<file path="src/rtl/ufr_pkg.sv">
// Shared types and constants for the framed byte receiver.
package ufr_pkg;

	localparam int CfgIndexWidth = 2;

	localparam logic [CfgIndexWidth-1:0] CFG_SYNC_FIRST   = 2'd0;
	localparam logic [CfgIndexWidth-1:0] CFG_SYNC_SECOND  = 2'd1;
	localparam logic [CfgIndexWidth-1:0] CFG_LENGTH_LIMIT = 2'd2;

	localparam logic [7:0]  SYNC_FIRST_RESET   = 8'd181;
	localparam logic [7:0]  SYNC_SECOND_RESET  = 8'd98;
	localparam logic [15:0] LENGTH_LIMIT_RESET = 16'd257;

	localparam logic FUNC_PARSE = 1'b0;
	localparam logic FUNC_READ  = 1'b1;

	localparam logic [2:0] ST_NONE     = 3'd0;
	localparam logic [2:0] ST_GOOD     = 3'd1;
	localparam logic [2:0] ST_BAD_SYNC = 3'd2;
	localparam logic [2:0] ST_TOO_LONG = 3'd3;
	localparam logic [2:0] ST_OVERRUN  = 3'd4;
	localparam logic [2:0] ST_BAD_CKA  = 3'd5;
	localparam logic [2:0] ST_BAD_CKB  = 3'd6;

	typedef struct packed {
		logic       func;
		logic [7:0] data_byte;
		logic [7:0] read_index;
	} in_item_t;

	typedef struct packed {
		logic        frame_ok;
		logic [2:0]  status;
		logic [7:0]  frame_class;
		logic [7:0]  frame_id;
		logic [15:0] frame_length;
		logic [7:0]  read_data;
	} out_item_t;

	typedef struct packed {
		logic [7:0]  sync_first;
		logic [7:0]  sync_second;
		logic [15:0] length_limit;
	} cfg_t;

	typedef struct packed {
		logic        frame_ok;
		logic [2:0]  status;
		logic [7:0]  frame_class;
		logic [7:0]  frame_id;
		logic [15:0] frame_length;
	} parse_res_t;

endpackage

</file>
<file path="src/rtl/ufr_ram.sv">
// Generic single-write, single-read RAM with registered read data.
module ufr_ram #(
	parameter int WIDTH = 8,
	parameter int DEPTH = 256
) (
	input  logic                     clk,
	input  logic                     we,
	input  logic [$clog2(DEPTH)-1:0] waddr,
	input  logic [WIDTH-1:0]         wdata,
	input  logic                     re,
	input  logic [$clog2(DEPTH)-1:0] raddr,
	output logic [WIDTH-1:0]         rdata
);

	logic [WIDTH-1:0] mem [DEPTH];

	always_ff @(posedge clk) begin
		if (we) begin
			mem[waddr] <= wdata;
		end
		if (re) begin
			rdata <= mem[raddr];
		end
	end

endmodule

</file>
<file path="src/rtl/ufr_parser.sv">
// Frame recognizer: phase sequencer, header registers, checksum and payload write control.
module ufr_parser #(
	parameter int PAYLOAD_DEPTH = 256
) (
	input  logic                             clk,
	input  logic                             arst_n,
	input  logic                             accept,
	input  ufr_pkg::in_item_t                item,
	input  ufr_pkg::cfg_t                    cfg,
	output ufr_pkg::parse_res_t              res,
	output logic                             wr_en,
	output logic [$clog2(PAYLOAD_DEPTH)-1:0] wr_addr,
	output logic [7:0]                       wr_data
);
	import ufr_pkg::*;

	localparam int AW = $clog2(PAYLOAD_DEPTH);
	localparam int CW = $clog2(PAYLOAD_DEPTH + 1);
	localparam int LW = (CW > 16) ? CW : 16;

	typedef enum logic [3:0] {
		PH_IDLE    = 4'd0,
		PH_SYNC1   = 4'd1,
		PH_SYNC2   = 4'd2,
		PH_CLASS   = 4'd3,
		PH_ID      = 4'd4,
		PH_LEN1    = 4'd5,
		PH_PAYLOAD = 4'd6,
		PH_CKA     = 4'd7,
		PH_CKB     = 4'd8
	} phase_t;

	phase_t        phase_q, phase_d;
	logic [7:0]    class_q, class_d;
	logic [7:0]    id_q, id_d;
	logic [15:0]   length_q, length_d;
	logic [7:0]    sum_a_q, sum_a_d;
	logic [7:0]    sum_b_q, sum_b_d;
	logic [CW-1:0] count_q, count_d;

	logic [7:0]    b;
	logic [7:0]    add_a;
	logic [7:0]    add_b;
	logic [15:0]   len_new;
	logic [CW-1:0] count_inc;
	logic          ok;
	logic [2:0]    status;

	assign b         = item.data_byte;
	assign add_a     = sum_a_q + b;
	assign add_b     = sum_b_q + add_a;
	assign len_new   = {b, length_q[7:0]};
	assign count_inc = count_q + 1'b1;

	always_comb begin
		phase_d  = phase_q;
		class_d  = class_q;
		id_d     = id_q;
		length_d = length_q;
		sum_a_d  = sum_a_q;
		sum_b_d  = sum_b_q;
		count_d  = count_q;
		ok       = 1'b0;
		status   = ST_NONE;
		wr_en    = 1'b0;
		if (item.func == FUNC_PARSE) begin
			unique case (phase_q)
				PH_IDLE: begin
					if (b == cfg.sync_first) begin
						phase_d = PH_SYNC1;
					end
				end
				PH_SYNC1: begin
					if (b == cfg.sync_second) begin
						phase_d = PH_SYNC2;
						sum_a_d = '0;
						sum_b_d = '0;
					end else begin
						phase_d = PH_IDLE;
						status  = ST_BAD_SYNC;
					end
				end
				PH_SYNC2: begin
					class_d = b;
					sum_a_d = add_a;
					sum_b_d = add_b;
					phase_d = PH_CLASS;
				end
				PH_CLASS: begin
					id_d    = b;
					sum_a_d = add_a;
					sum_b_d = add_b;
					phase_d = PH_ID;
				end
				PH_ID: begin
					length_d = {8'd0, b};
					sum_a_d  = add_a;
					sum_b_d  = add_b;
					phase_d  = PH_LEN1;
				end
				PH_LEN1: begin
					length_d = len_new;
					if (len_new < cfg.length_limit) begin
						sum_a_d = add_a;
						sum_b_d = add_b;
						count_d = '0;
						phase_d = (len_new == 16'd0) ? PH_CKA : PH_PAYLOAD;
					end else begin
						phase_d = PH_IDLE;
						status  = ST_TOO_LONG;
					end
				end
				PH_PAYLOAD: begin
					if (count_q < CW'(PAYLOAD_DEPTH)) begin
						sum_a_d = add_a;
						sum_b_d = add_b;
						wr_en   = 1'b1;
						count_d = count_inc;
						if (LW'(count_inc) == LW'(length_q)) begin
							phase_d = PH_CKA;
						end
					end else begin
						// store full: drop the byte
						phase_d = PH_IDLE;
						status  = ST_OVERRUN;
					end
				end
				PH_CKA: begin
					if (b == sum_a_q) begin
						phase_d = PH_CKB;
					end else begin
						phase_d = PH_IDLE;
						status  = ST_BAD_CKA;
					end
				end
				PH_CKB: begin
					phase_d = PH_IDLE;
					if (b == sum_b_q) begin
						ok     = 1'b1;
						status = ST_GOOD;
					end else begin
						status = ST_BAD_CKB;
					end
				end
				default: begin
					phase_d = PH_IDLE;
				end
			endcase
		end
	end

	assign wr_addr = count_q[AW-1:0];
	assign wr_data = b;

	assign res.frame_ok     = ok;
	assign res.status       = status;
	assign res.frame_class  = class_d;
	assign res.frame_id     = id_d;
	assign res.frame_length = length_d;

	always_ff @(posedge clk or negedge arst_n) begin
		if (!arst_n) begin
			phase_q  <= PH_IDLE;
			class_q  <= '0;
			id_q     <= '0;
			length_q <= '0;
			sum_a_q  <= '0;
			sum_b_q  <= '0;
			count_q  <= '0;
		end else if (accept) begin
			phase_q  <= phase_d;
			class_q  <= class_d;
			id_q     <= id_d;
			length_q <= length_d;
			sum_a_q  <= sum_a_d;
			sum_b_q  <= sum_b_d;
			count_q  <= count_d;
		end
	end

endmodule

</file>
<file path="src/rtl/ubx_frame_receiver_core.sv">
// Top level of the framed byte receiver: configuration, payload RAM and result pipeline.
//
// Items arrive on the item channel (valid/ready). A parse item (func 0) feeds one link
// byte to the frame recognizer; a read item (func 1) fetches one stored payload byte.
// Every item yields exactly one result on the result channel, in order.
// Configuration registers are written through the cfg channel, which is always ready;
// write them only while no item is in flight.
// Pipeline: stage 1 catches the RAM read data at the item transfer, stage 2 is the
// output register; result valid rises once stage 2 holds the item's result.
// Throughput: one item per cycle while results are taken; the recognizer updates its
// state in the cycle of the transfer and the RAM takes one write or one read per item.
// When the result receiver stalls, the output register holds its result and the RAM
// stage holds one more, so one further item is taken before item ready drops.
// Reset clears the recognizer to waiting for the first sync byte, zeroes the header
// and checksum registers, restores the register defaults and empties the pipeline.
// The payload RAM is not cleared; reading an entry never written returns garbage.
module ubx_frame_receiver_core #(
	parameter int PAYLOAD_DEPTH = 256
) (
	input  logic                            clk,
	input  logic                            arst_n,
	input  logic                            item_valid,
	output logic                            item_ready,
	input  ufr_pkg::in_item_t               item,
	output logic                            result_valid,
	input  logic                            result_ready,
	output ufr_pkg::out_item_t              result,
	input  logic                            cfg_valid,
	output logic                            cfg_ready,
	input  logic [ufr_pkg::CfgIndexWidth-1:0] cfg_index,
	input  logic [15:0]                     cfg_data
);
	import ufr_pkg::*;

	localparam int AW = $clog2(PAYLOAD_DEPTH);

	cfg_t       cfg_q;
	parse_res_t res;
	logic       accept;
	logic       wr_en;
	logic [AW-1:0] wr_addr;
	logic [7:0] wr_data;
	logic       rd_en;
	logic [AW-1:0] rd_addr;
	logic [7:0] rd_data;
	logic       rd_in_range;

	logic       valid_s1;
	parse_res_t res_s1;
	logic       rd_s1;
	logic       valid_s2;
	out_item_t  out_s2;
	logic       advance;

	assign cfg_ready = 1'b1;

	always_ff @(posedge clk or negedge arst_n) begin
		if (!arst_n) begin
			cfg_q.sync_first   <= SYNC_FIRST_RESET;
			cfg_q.sync_second  <= SYNC_SECOND_RESET;
			cfg_q.length_limit <= LENGTH_LIMIT_RESET;
		end else if (cfg_valid && cfg_ready) begin
			unique case (cfg_index)
				CFG_SYNC_FIRST:   cfg_q.sync_first   <= cfg_data[7:0];
				CFG_SYNC_SECOND:  cfg_q.sync_second  <= cfg_data[7:0];
				CFG_LENGTH_LIMIT: cfg_q.length_limit <= cfg_data;
				default: ;
			endcase
		end
	end

	assign advance    = valid_s1 && (!valid_s2 || result_ready);
	assign item_ready = !valid_s1 || advance;
	assign accept     = item_valid && item_ready;

	ufr_parser #(
		.PAYLOAD_DEPTH(PAYLOAD_DEPTH)
	) u_parser (
		.clk     (clk),
		.arst_n  (arst_n),
		.accept  (accept),
		.item    (item),
		.cfg     (cfg_q),
		.res     (res),
		.wr_en   (wr_en),
		.wr_addr (wr_addr),
		.wr_data (wr_data)
	);

	assign rd_in_range = {24'd0, item.read_index} < 32'(PAYLOAD_DEPTH);
	assign rd_en       = accept && (item.func == FUNC_READ);
	assign rd_addr     = AW'(item.read_index);

	ufr_ram #(
		.WIDTH(8),
		.DEPTH(PAYLOAD_DEPTH)
	) u_payload_ram (
		.clk   (clk),
		.we    (accept && wr_en),
		.waddr (wr_addr),
		.wdata (wr_data),
		.re    (rd_en),
		.raddr (rd_addr),
		.rdata (rd_data)
	);

	// stage 1 waits for RAM read data
	always_ff @(posedge clk or negedge arst_n) begin
		if (!arst_n) begin
			valid_s1 <= 1'b0;
		end else if (item_ready) begin
			valid_s1 <= item_valid;
		end
	end

	always_ff @(posedge clk) begin
		if (accept) begin
			res_s1 <= res;
			rd_s1  <= (item.func == FUNC_READ) && rd_in_range;
		end
	end

	// stage 2 is the output register
	always_ff @(posedge clk or negedge arst_n) begin
		if (!arst_n) begin
			valid_s2 <= 1'b0;
		end else if (!valid_s2 || result_ready) begin
			valid_s2 <= valid_s1;
		end
	end

	always_ff @(posedge clk) begin
		if (advance) begin
			out_s2.frame_ok     <= res_s1.frame_ok;
			out_s2.status       <= res_s1.status;
			out_s2.frame_class  <= res_s1.frame_class;
			out_s2.frame_id     <= res_s1.frame_id;
			out_s2.frame_length <= res_s1.frame_length;
			out_s2.read_data    <= rd_s1 ? rd_data : 8'd0;
		end
	end

	assign result_valid = valid_s2;
	assign result       = out_s2;

endmodule

</file>
<file path="config.mk">
export PLATFORM = sky130hd
export DESIGN_NAME = ubx_frame_receiver_core
export DESIGN_NICKNAME = d
export VERILOG_FILES = /design/src/rtl/ufr_pkg.sv /design/src/rtl/ufr_ram.sv /design/src/rtl/ufr_parser.sv /design/src/rtl/ubx_frame_receiver_core.sv
export SDC_FILE = /design/constraint.sdc
export NUM_CORES = 2
export LEC_CHECK = 0
export ABC_CLOCK_PERIOD_IN_PS = 4100
export BUFFER_PORTS_ARGS = -buffer_cell sky130_fd_sc_hd__buf_2
export CORE_UTILIZATION = 53
export DETAILED_ROUTE_END_ITERATION = 10
export PLACE_DENSITY_LB_ADDON = 0.25
export SYNTH_ARGS = -nofsm -noshare
export SYNTH_HDL_FRONTEND = slang
export SYNTH_HIERARCHICAL = 1
export SYNTH_SLANG_ARGS = --single-unit
</file>
<file path="constraint.sdc">
create_clock -name clk -period 4.1 [get_ports clk]
set_input_delay 1.025 -clock clk [delete_from_list [all_inputs] [get_ports clk]]
set_output_delay 1.025 -clock clk [all_outputs]
set_load 0.03 [all_outputs]
</file>
==> impl_metrics.ini <==
[sta]
setup_viol = 0
min_period_ns = 3.79
slew_headroom = 0.230
skew_ns = 0.0432
finalCritPeriodShare = 0.923
maxSlewViolCount = 0
worst_pin_slew_ns = 1.15
hold_viol = 0
fin_ws_ns = 0.315
fmax_mhz = 264
grt_setup_unrepaired = no

[yosys]
yosysSeqAreaShare = 0.754
ys.flop_type = edfxtp_1
synth_seq_cells = 2232
syn_inst = 4423
synthArstFlopShare = 0.0426
syn-num-nets = 4495
synth_edf_count = 2137
yosysWarnings = 6
avgSynthCellArea_um2 = 20.0
netlist_area_um2 = 88300
synth_cell_types = 86

[cells_and_area]
stdcell_count = 7208
design_area_um2 = 101000
nNetsFinal = 4905
area_growth_pct = 14.0
utilization = 0.609
drive_gt1_frac = 0.275
fillerInstances = 11606

[grt]
grt.overflow.total = 0
grt_usage = 0.254
grt_pass1_wl_um = 311000
grt_max_degree = 209
busiest_layer = met2
grt.met2_usage = 0.401
grt_pass1_vias = 45214
met1_usage = 0.369
use_met3 = 0.0424
antenna_found_initial = 6

[outcome]
failed_checks = design-rule violations
status = finished, violations left

[cts]
hold_buffers = 0
cts_tree = built
post_cts_resized = 0
clk_pin_slew_ns = 0.06
clock_path_buffers = 3
post_cts_buffers = 0
worstSkewPairLatency_ns = 0.85
cts_root_buf = clkbuf_16
cts_buffers = 215
cts_sinks = 2232
htree_levels = 4

[critical_path]
path_cells = nor2b_1 > buf_4 > nand2_1 > or2_2 > nor2_1 > and3_1 > buf_4 > nand3_1 > nor2_1
reg2regPathDepth = 9
required_ns = 4.57
crit_slowest_cell = nor2_1
arrival_ns = 4.25
critPathKind = flop to flop
start_kind = flop
worstPathMaxFanout = 19
endpoint_kind = flop
critPathMaxStageDelay_ns = 0.84

[detailed_routing]
firstDrtPassIters = 10
detail-route-antenna-nets = 0
drt_iter0_drc = 5706
drc_errors = 4
vias = 45295
drt_wl_total_um = 212000
vias_per_cell = 6.28
routedWlPerCell_um = 29.4

[place]
dpl.hpwl_um = 131000
port_buffers = 85
dpl.cell_count = 6805
place_ws_ns = -0.222
placed_area_um2 = 93200
place.gp.congestion = 0.854

[power_and_ir_drop]
peakVddDrop_v = 0.000471
totalPowerFinal_w = 0.0509
power.leakage_nw = 32.8
power.density_nw_per_um2 = 506

[die]
die_y_um = 410
ios = 87
num_rows = 149
initial_core_util = 0.534
dieArea_um2 = 168000
core_um2 = 165000
die_w_um = 410

[hold_path]
hold_class = primary input to asynchronous set/reset pin

[flow_run]
cap_violations = 0
[layout by cell type, fill, tap and decap left out, types with 53 or more instances in the layout]
cell type / n
edfxtp_1: 2137
mux4_2: 454
buf_4: 357
nor2_1: 309
clkbuf_16: 216
mux2i_1: 141
a22oi_1: 133
a21oi_1: 116
dfrtp_1: 85
nand2_1: 83
mux2_2: 80
buf_2: 73
clkinv_1: 53
[cell usage after synthesis, types with 14 or more instances]
cell / count / area share
o21ai_0: 18 / 0.0010
o22ai_1: 28 / 0.0020
mux2i_1: 141 / 0.016
a21oi_1: 116 / 0.0066
mux4_2: 454 / 0.12
inv_1: 32 / 0.0014
nand2b_1: 14 / 0.00099
buf_1: 23 / 0.00098
ha_1: 30 / 0.0043
a22o_1: 26 / 0.0026
buf_4: 46 / 0.0039
mux2_2: 80 / 0.010
nand2_1: 83 / 0.0035
buf_2: 36 / 0.0020
o211ai_1: 14 / 0.0012
dfrtp_1: 85 / 0.024
o221ai_1: 46 / 0.0046
a22oi_1: 133 / 0.011
nor4_1: 35 / 0.0025
xor2_1: 14 / 0.0014
nand4_1: 21 / 0.0015
clkbuf_1: 133 / 0.0057
nor2_1: 312 / 0.013
buf_6: 22 / 0.0028
nor2b_1: 36 / 0.0026
a211oi_1: 17 / 0.0014
nand3_1: 46 / 0.0026
nor3_1: 33 / 0.0019
and2_1: 18 / 0.0013
edfxtp_1: 2137 / 0.73
xnor2_1: 33 / 0.0033
[final timing paths]
path | from | end | slack, ns
min in group clk | res_s1[29]$_DFFE_PP_ | result[37]$_DFFE_PP_ | 0.41
worst min register to register | res_s1[29]$_DFFE_PP_ | result[37]$_DFFE_PP_ | 0.41
worst max-delay path | u_parser/phase_q[1]$_DFFE_PN0P_ | u_payload_ram/mem[174][0]$_DFFE_PP_ | 0.31
worst min-delay path | arst_n | cfg_q[20]$_DFFE_PN0P_ | 0.35
worst max register to register | u_parser/phase_q[1]$_DFFE_PN0P_ | u_payload_ram/mem[174][0]$_DFFE_PP_ | 0.31
max in group asynchronous | arst_n | u_parser/class_q[0]$_DFFE_PN0P_ | 2.86
[where the power goes]
part | switching, W | internal (W) | total (W) | leakage (nW)
clock | 0.00850 | 0.0121 | 0.0206 | 3.59
combinational | 0.00260 | 0.00177 | 0.00437 | 8.79
sequential | 0.000481 | 0.0255 | 0.0260 | 20.5
[area by class of cell]
type / count / area, um2 / share of cell area
inverters: 34 / 128 / 0.00127
clock buffers: 241 / 5500 / 0.0547
diodes: 2 / 5.00 / 0.0000497
multi-input cells: 1875 / 19900 / 0.198
well taps: 2189 / 2740 / 0.0272
flip-flops and latches: 2232 / 66600 / 0.662
repair buffers: 475 / 3900 / 0.0387
clock inverters: 160 / 1870 / 0.0186
[metal layers]
metal  up-vias  part of all wire
met3       338             0.082
met4         4             0.026
met2      2130              0.48
met5         -           0.00011
li1      19050                 -
met1     23773              0.41
[metrics by stage]
step | setup TNS (ns) | hold WS [ns]
5_1_grt | 0 | 0.387
6_report | 0 | 0.349
2_1_floorplan | 0 | 0.400
4_1_cts | 0 | 0.338
3_5_place_dp | -0.580 | 0.405
3_3_place_gp | -0.479 | 0.402
[kinds of logic after synthesis]
family | Yosys count | share of synthesized area
adder cells (fa/ha/maj) | 32 | 0.00471
AO/OA/AOI/OAI | 476 | 0.0384
multiplexers | 678 | 0.143
other | 1 | 0.0000425
XOR/XNOR | 48 | 0.00493
AND/OR/NAND/NOR | 640 | 0.0340
flip-flops | 2232 | 0.754
buffers and inverters | 316 | 0.0209
[state kept, by name (all words and copies together), names as in the netlist, 8 cells and up]
register,cells
u_payload_ram/mem,2048
result,44
res_s1,36
cfg_q,32
u_parser/length_q,16
u_parser/count_q,9
u_parser/class_q,8
u_parser/id_q,8
u_parser/sum_a_q,8
u_parser/sum_b_q,8
u_payload_ram/rdata,8
[worst max-delay path, delay by kind of cell, from the launching register on]
family / cells / cell delay, ns
DFF: 1 / 0.62
buffers and inverters: 2 / 0.40
and+or+nand+nor: 7 / 2.38
Power figures use the tool's default switching activity.
